$ cat src/sv/tafof_pkg.sv
`timescale 1ns / 1ps

package tafof_pkg;

   localparam int SAMPLE_WIDTH    = 16;
   localparam int COEFF_FRAC_BITS = 16;
   localparam int COEFF_WIDTH     = COEFF_FRAC_BITS + 1;
   localparam int CSR_INDEX_WIDTH = 1;

   // Coefficient value of exactly one.
   localparam logic [COEFF_WIDTH-1:0] COEFF_ONE = COEFF_WIDTH'(2 ** COEFF_FRAC_BITS);

   typedef enum logic {
      MODE_HIGH_PASS = 1'b0,
      MODE_LOW_PASS  = 1'b1
   } filter_mode_type;

   typedef enum logic [CSR_INDEX_WIDTH-1:0] {
      CSR_FILTER_MODE     = 1'b0,
      CSR_SMOOTHING_COEFF = 1'b1
   } csr_index_type;

   typedef struct packed {
      logic signed [SAMPLE_WIDTH-1:0] sample_x;
      logic signed [SAMPLE_WIDTH-1:0] sample_y;
      logic signed [SAMPLE_WIDTH-1:0] sample_z;
   } req_data_type;

   typedef struct packed {
      logic signed [SAMPLE_WIDTH-1:0] filtered_x;
      logic signed [SAMPLE_WIDTH-1:0] filtered_y;
      logic signed [SAMPLE_WIDTH-1:0] filtered_z;
   } rsp_data_type;

   typedef struct packed {
      filter_mode_type        filter_mode;
      logic [COEFF_WIDTH-1:0] smoothing_coeff;
   } cfg_type;

endpackage

$ cat src/sv/tafof_csr.sv
`timescale 1ns / 1ps

module tafof_csr (
   input  logic                                  clock,
   input  logic                                  reset,
   input  logic                                  csr_valid,
   input  logic                                  csr_ready,
   input  logic [tafof_pkg::CSR_INDEX_WIDTH-1:0] csr_index,
   input  logic [tafof_pkg::COEFF_WIDTH-1:0]     csr_data,
   output tafof_pkg::cfg_type                    cfg
);

   tafof_pkg::cfg_type cfg_ff;
   tafof_pkg::cfg_type cfg_in;
   tafof_pkg::csr_index_type index;

   assign index = tafof_pkg::csr_index_type'(csr_index);

   always_comb begin
      cfg_in = cfg_ff;
      if (csr_valid && csr_ready) begin
         unique case (index)
            tafof_pkg::CSR_FILTER_MODE: begin
               cfg_in.filter_mode = tafof_pkg::filter_mode_type'(csr_data[0]);
            end
            tafof_pkg::CSR_SMOOTHING_COEFF: begin
               // Anything above one is clamped to exactly one.
               if (csr_data > tafof_pkg::COEFF_ONE) begin
                  cfg_in.smoothing_coeff = tafof_pkg::COEFF_ONE;
               end else begin
                  cfg_in.smoothing_coeff = csr_data;
               end
            end
            default: begin
               cfg_in = cfg_ff;
            end
         endcase
      end
   end

   always_ff @(posedge clock) begin
      if (reset) begin
         cfg_ff.filter_mode     <= tafof_pkg::MODE_HIGH_PASS;
         cfg_ff.smoothing_coeff <= tafof_pkg::COEFF_ONE;
      end else begin
         cfg_ff <= cfg_in;
      end
   end

   assign cfg = cfg_ff;

endmodule

$ cat src/sv/tafof_axis.sv
`timescale 1ns / 1ps

module tafof_axis (
   input  logic                                       clock,
   input  logic                                       reset,
   input  logic                                       update,
   input  tafof_pkg::cfg_type                         cfg,
   input  logic signed [tafof_pkg::SAMPLE_WIDTH-1:0]  sample,
   output logic signed [tafof_pkg::SAMPLE_WIDTH-1:0]  filtered
);

   localparam int SW         = tafof_pkg::SAMPLE_WIDTH;
   localparam int FB         = tafof_pkg::COEFF_FRAC_BITS;
   localparam int DIFF_WIDTH = SW + 2;
   localparam int PROD_WIDTH = DIFF_WIDTH + tafof_pkg::COEFF_WIDTH + 1;
   localparam int ACC_WIDTH  = PROD_WIDTH + 1;

   localparam logic signed [ACC_WIDTH-1:0] ROUND_HALF = ACC_WIDTH'(2 ** (FB - 1));
   localparam logic signed [ACC_WIDTH-1:0] SAT_MAX    = ACC_WIDTH'(2 ** (SW - 1) - 1);
   localparam logic signed [ACC_WIDTH-1:0] SAT_MIN    = ACC_WIDTH'(-(2 ** (SW - 1)));

   logic signed [SW-1:0]                      last_output_ff;
   logic signed [SW-1:0]                      last_sample_ff;
   logic signed [DIFF_WIDTH-1:0]              diff;
   logic signed [tafof_pkg::COEFF_WIDTH:0]    coeff_s;
   logic signed [PROD_WIDTH-1:0]              prod;
   logic signed [ACC_WIDTH-1:0]               base;
   logic signed [ACC_WIDTH-1:0]               sum;
   logic signed [ACC_WIDTH-1:0]               shifted;

   // Low-pass a*x + (1-a)*y is folded into a*(x - y) + y, so both modes
   // share one multiplier.
   always_comb begin
      coeff_s = signed'({1'b0, cfg.smoothing_coeff});
      if (cfg.filter_mode == tafof_pkg::MODE_LOW_PASS) begin
         diff = DIFF_WIDTH'(sample) - DIFF_WIDTH'(last_output_ff);
         base = ACC_WIDTH'(last_output_ff) <<< FB;
      end else begin
         diff = DIFF_WIDTH'(last_output_ff) + DIFF_WIDTH'(sample)
                - DIFF_WIDTH'(last_sample_ff);
         base = '0;
      end
      prod    = PROD_WIDTH'(diff) * PROD_WIDTH'(coeff_s);
      sum     = ACC_WIDTH'(prod) + base + ROUND_HALF;
      shifted = sum >>> FB;
      if (shifted > SAT_MAX) begin
         filtered = SW'(SAT_MAX);
      end else if (shifted < SAT_MIN) begin
         filtered = SW'(SAT_MIN);
      end else begin
         filtered = SW'(shifted);
      end
   end

   always_ff @(posedge clock) begin
      if (reset) begin
         last_output_ff <= '0;
         last_sample_ff <= '0;
      end else if (update) begin
         last_output_ff <= filtered;
         last_sample_ff <= sample;
      end
   end

endmodule

$ cat src/sv/three_axis_first_order_filter_core.sv
`timescale 1ns / 1ps
// A sample passes through an input stage and a result register before its result is offered.
// Throughput: one sample per cycle while the result register is not stalled; the per-axis
// multiply-add that updates the filter state sets that figure.
// Reset (synchronous, active high) clears the filter state and both stages,
// and sets high-pass mode with a coefficient of one.

module three_axis_first_order_filter_core (
   input  logic                                  clock,
   input  logic                                  reset,
   input  logic                                  req_valid,
   output logic                                  req_stall,
   input  tafof_pkg::req_data_type               req_data,
   output logic                                  rsp_valid,
   input  logic                                  rsp_stall,
   output tafof_pkg::rsp_data_type               rsp_data,
   input  logic                                  csr_valid,
   output logic                                  csr_ready,
   input  logic [tafof_pkg::CSR_INDEX_WIDTH-1:0] csr_index,
   input  logic [tafof_pkg::COEFF_WIDTH-1:0]     csr_data
);

   tafof_pkg::cfg_type      cfg;
   tafof_pkg::req_data_type req_data_ff;
   tafof_pkg::rsp_data_type rsp_data_ff;
   tafof_pkg::rsp_data_type rsp_data_in;
   logic                    req_valid_ff;
   logic                    req_valid_in;
   logic                    rsp_valid_ff;
   logic                    rsp_valid_in;
   logic                    out_free;
   logic                    advance;
   logic                    accept;

   assign csr_ready = 1'b1;

   tafof_csr u_csr (
      .clock     (clock),
      .reset     (reset),
      .csr_valid (csr_valid),
      .csr_ready (csr_ready),
      .csr_index (csr_index),
      .csr_data  (csr_data),
      .cfg       (cfg)
   );

   assign out_free     = !rsp_valid_ff || !rsp_stall;
   assign advance      = req_valid_ff && out_free;
   assign req_stall    = req_valid_ff && !out_free;
   assign accept       = req_valid && !req_stall;
   assign req_valid_in = accept || (req_valid_ff && !advance);
   assign rsp_valid_in = advance || (rsp_valid_ff && rsp_stall);

   tafof_axis u_axis_x (
      .clock    (clock),
      .reset    (reset),
      .update   (advance),
      .cfg      (cfg),
      .sample   (req_data_ff.sample_x),
      .filtered (rsp_data_in.filtered_x)
   );

   tafof_axis u_axis_y (
      .clock    (clock),
      .reset    (reset),
      .update   (advance),
      .cfg      (cfg),
      .sample   (req_data_ff.sample_y),
      .filtered (rsp_data_in.filtered_y)
   );

   tafof_axis u_axis_z (
      .clock    (clock),
      .reset    (reset),
      .update   (advance),
      .cfg      (cfg),
      .sample   (req_data_ff.sample_z),
      .filtered (rsp_data_in.filtered_z)
   );

   always_ff @(posedge clock) begin
      if (reset) begin
         req_valid_ff <= 1'b0;
         rsp_valid_ff <= 1'b0;
      end else begin
         req_valid_ff <= req_valid_in;
         rsp_valid_ff <= rsp_valid_in;
      end
   end

   always_ff @(posedge clock) begin
      if (accept) begin
         req_data_ff <= req_data;
      end
      if (advance) begin
         rsp_data_ff <= rsp_data_in;
      end
   end

   assign rsp_valid = rsp_valid_ff;
   assign rsp_data  = rsp_data_ff;

   // A full input stage facing a blocked result register must hold off the sender.
   assert property (@(posedge clock) disable iff (reset)
      (req_valid_ff && rsp_valid_ff && rsp_stall) |-> req_stall)
      else $error("input stage overrun while result register is blocked");

   // Every accepted transfer occupies the input stage on the next cycle.
   assert property (@(posedge clock) disable iff (reset)
      accept |=> req_valid_ff)
      else $error("accepted sample lost from input stage");

   // Every sample leaving the input stage shows up as a result.
   assert property (@(posedge clock) disable iff (reset)
      advance |=> rsp_valid_ff)
      else $error("filtered result lost between stages");

   // The stored coefficient never exceeds one.
   assert property (@(posedge clock) disable iff (reset)
      cfg.smoothing_coeff <= tafof_pkg::COEFF_ONE)
      else $error("coefficient register above one");

endmodule
$ cat config.mk
export PLATFORM = sky130hd
export DESIGN_NAME = three_axis_first_order_filter_core
export DESIGN_NICKNAME = d
export VERILOG_FILES = /design/src/sv/tafof_pkg.sv /design/src/sv/tafof_csr.sv /design/src/sv/tafof_axis.sv /design/src/sv/three_axis_first_order_filter_core.sv
export SDC_FILE = /design/constraint.sdc
export NUM_CORES = 2
export LEC_CHECK = 0
export CAP_MARGIN = 5
export CORE_ASPECT_RATIO = 2
export CORE_MARGIN = 4
export CORE_UTILIZATION = 55
export DETAILED_ROUTE_END_ITERATION = 7
export DONT_BUFFER_PORTS = 1
export GPL_TIMING_DRIVEN = 0
export PLACE_DENSITY = 0.76
export REMOVE_ABC_BUFFERS = 1
export SYNTH_ARGS = -nofsm -noshare
export SYNTH_HDL_FRONTEND = slang
export SYNTH_HIERARCHICAL = 1
export SYNTH_SLANG_ARGS = --single-unit
$ cat constraint.sdc
create_clock -name clock -period 15.4 [get_ports clock]
set_input_delay 3.08 -clock clock [delete_from_list [all_inputs] [get_ports clock]]
set_output_delay 3.08 -clock clock [all_outputs]
set_load 0.02 [all_outputs]
==> summary.md <==
| Metric | Value |
|---|---|
| Status | `completed` |
| Max Cap Viol | `0` |
| CTS Root Cell | `clkbuf_16` |
| DPL Wire Length | `108 mm` |
| Met3 wire length | `5.62 mm` |
| Congestion Overflow GR | `0` |
| CTS Hold Bufs | `0` |
| Die Y | `441 um` |
| Post-CTS resize count | `0` |
| Clock sinks | `212` |
| Pre-CTS WS | `3.22 ns` |
| Synth Flop Type | `dfxtp_1` |
| Worst r2r dst | `u_axis_y/last_output_ff[0]$_SDFFE_PP0P_` |
| Most frequent CP cell | `fa_1` |
| Slew @ Worst Pin | `1.25 ns` |
| Fmax | `83.5 MHz` |
| Maximum net fanout on the critical path | `16` |
| Slew Limit Headroom | `0.158` |
| WP buf/inv | `5` |
| Fin area | `0.0543 mm2` |
| Critical Path AT | `12.42 ns` |
| Share of cells above drive strength 1 | `0.0452` |
| Synth Warn # | `6` |
| CP Launch Point | `req_data_ff[17]$_DFFE_PP_` |
| CP startpoint kind | `register` |
| Area grow syn2layout | `5.58%` |
| First-pass GRT wire length | `215 mm` |
| Vias in the first global route | `43200` |
| Hold path start | `u_axis_y/last_sample_ff[12]$_SDFFE_PP0P_` |
| IO Port Bufs | `0` |
| Yosys cell types | `99` |
| Final Critical Period | `11.97 ns` |
| Commonest non-fill, non-tap cell in the layout | `inv_1` |
| Slew Limit Fails | `0` |
| Fin Clk Skew | `0.0499 ns` |
| Clock-pin slew on the worst setup and hold paths | `0.07 ns` |
| CTS Buf Count | `23` |
| Layout filler cell count | `7889` |
| DRT antenna net count | `0` |
| WL/cell | `19.3 um` |
| Syn Inst Count | `5747` |
| Max H-tree Level | `1` |
| Critical path data required time | `15.84 ns` |
| RR Startpoint | `req_data_ff[17]$_DFFE_PP_` |
| Die ar. | `0.0988 mm2` |
| Worst Setup End Kind | `register` |
| Total Wirelength | `132 mm` |
| Final Cycle Share | `0.778` |
| Post-placement cell count | `6819` |
| Worst hold path depth | `2` |
| Final Hold Violating Endpoints | `0` |
| Slowest cell on the critical path | `xnor2_1` |
| Vias | `38600` |
| Critical path's largest stage delay | `0.91 ns` |
| Met2 wire length | `73.7 mm` |
| Metal-1 WL | `42.3 mm` |
| Die Width | `224 um` |
| Top Family by Delay on Critical Path | `adder cells` |
| Final nets | `7149` |
| Post-route DRC | `0` |
| DR vias/cell | `5.62` |
| EDFF count, synth | `96` |
| Async set-reset flop share out of synthesis | `0` |
| Critical Path End | `u_axis_y/last_output_ff[0]$_SDFFE_PP0P_` |
| Initial antenna violation count | `2` |
| Starting Density | `0.555` |
| Final RePlAce weighted congestion | `0.919` |
| Seq/Total Area, Yosys | `0.101` |
| R2R Setup Slk | `3.43 ns` |
| Hold WC Path Type | `register to register` |
| Detailed Routing Iterations Pass 1 | `5` |
| Rows | `158` |
| Placed cell area | `0.0535 mm2` |
| Gr usage total | `0.274` |
| Largest net degree at the start of global routing | `78` |
| Initial DRC Count | `1819` |
| Final setup fails | `0` |
| Final setup slack of the worst path | `3.43 ns` |
| # IOs | `122` |
| Stages on the worst setup path | `34` |
| Final std cells w/o fill | `6865` |
| CTS tree | `yes` |
| Average cell area after synthesis | `8.96 um2` |
| Crit Path Category | `register to register` |
| Core area | `0.0927 mm2` |
| R2r worst-path depth | `34` |
| Setup Fix Bufs, Post-CTS | `0` |
| Commonest cells after routing, fill and taps aside | `inv_1, fa_1, nand2_1` |
| Clock Latency Late Sink | `0.62 ns` |
| Unrepaired setup endpoints after global routing | `false` |
| Post-synthesis register bit count | `212` |
| Util after Layout | `0.586` |
| Synthesized cell area | `0.0515 mm2` |
| DR top layer | `met5` |
| Max clock buf depth | `3` |
==> through the flow <==
step                hold slack [ns]  TNS [ns]
floorplan                     0.460    -49.49
global placement              0.474  -1011.32
detailed placement            0.485         0
CTS                           0.502         0
global route                  0.521         0
finish                        0.493         0
==> cells in the mapped netlist (all sizes together), types with 12 or more instances <==
master,number,area [um2]
a21boi,12,101
and3,41,257
inv,1493,5600
dfxtp,116,2320
nor2b,34,220
mux2i,61,611
nand4,18,113
nand2b,33,214
a211oi,58,556
a32o,16,160
nand3,43,225
ha,426,5330
buf,36,231
a21oi,164,843
o21a,32,240
a31oi,26,199
o211ai,23,178
and2,435,2720
nand2,638,2390
nor2,196,743
fa,1005,20100
a21o,69,518
xor2,91,816
nor3,31,155
xnor2,112,981
edfxtp,96,2880
o21bai,22,165
clkbuf,161,604
o31ai,16,153
o21ai,112,572
==> tightest hold or removal path, delay by kind of cell, from the launching register on <==
kind	cells	cell delay [ns]
muxes	1	0.06
and+or+nand+nor	1	0.07
DFF	1	0.32
==> state kept, by name, summed over array words and instances, names as in the netlist <==
signal and cells:
req_data_ff 48, rsp_data 48, u_csr/cfg 18, u_axis_x/last_output_ff 16, u_axis_x/last_sample_ff 16, u_axis_y/last_output_ff 16
u_axis_y/last_sample_ff 16, u_axis_z/last_output_ff 16, u_axis_z/last_sample_ff 16, req_valid_ff 1, rsp_valid 1
==> cells by family (layout without fill, tap and decap cells) <==
kind of cell	after synthesis	count (layout)	synth area share
AO/OA/AOI/OAI	626	626	0.0873
XOR/XNOR	203	203	0.0349
adder cells (fa/ha/maj)	1431	1431	0.494
buffers and inverters	1693	1607	0.125
flip-flops	212	212	0.101
multiplexers	64	64	0.0125
other	1	5	0.0000729
AND/OR/NAND/NOR	1517	1517	0.144
==> worst min-delay path by stage <==
stage,end,slack [ns]
after floorplan,u_axis_x/last_sample_ff[12]$_SDFFE_PP0P_,0.46
after global placement,u_axis_z/last_sample_ff[14]$_SDFFE_PP0P_,0.47
after detailed placement,u_axis_z/last_sample_ff[14]$_SDFFE_PP0P_,0.48
after CTS,u_axis_y/last_sample_ff[1]$_SDFFE_PP0P_,0.50
after global routing,u_axis_y/last_output_ff[2]$_SDFFE_PP0P_,0.52
final,u_axis_y/last_sample_ff[12]$_SDFFE_PP0P_,0.49
==> final cells by class <==
cell class / instances / area (um2) / area share
Clock inverter: 15 / 185 / 0.00341
Multi-Input combinational cell: 3845 / 40100 / 0.737
Inverter: 1496 / 5620 / 0.103
Timing Repair Buffer: 69 / 1150 / 0.0213
Sequential cell: 212 / 5230 / 0.0962
Clock buffer: 27 / 591 / 0.0109
Tap cell: 1200 / 1500 / 0.0276
Antenna cell: 1 / 2.50 / 0.0000460
==> layer usage <==
metal / vias to the layer above / track usage
li1: 17200 / -
met1: 19500 / 0.266
met2: 1269 / 0.534
met3: 618 / 0.0295
met4: 2 / 0.183
met5: - / 0
Power is left out: the tool's default activity adds up to more than one toggle a clock period on the data nets, which glitch-free logic cannot reach.
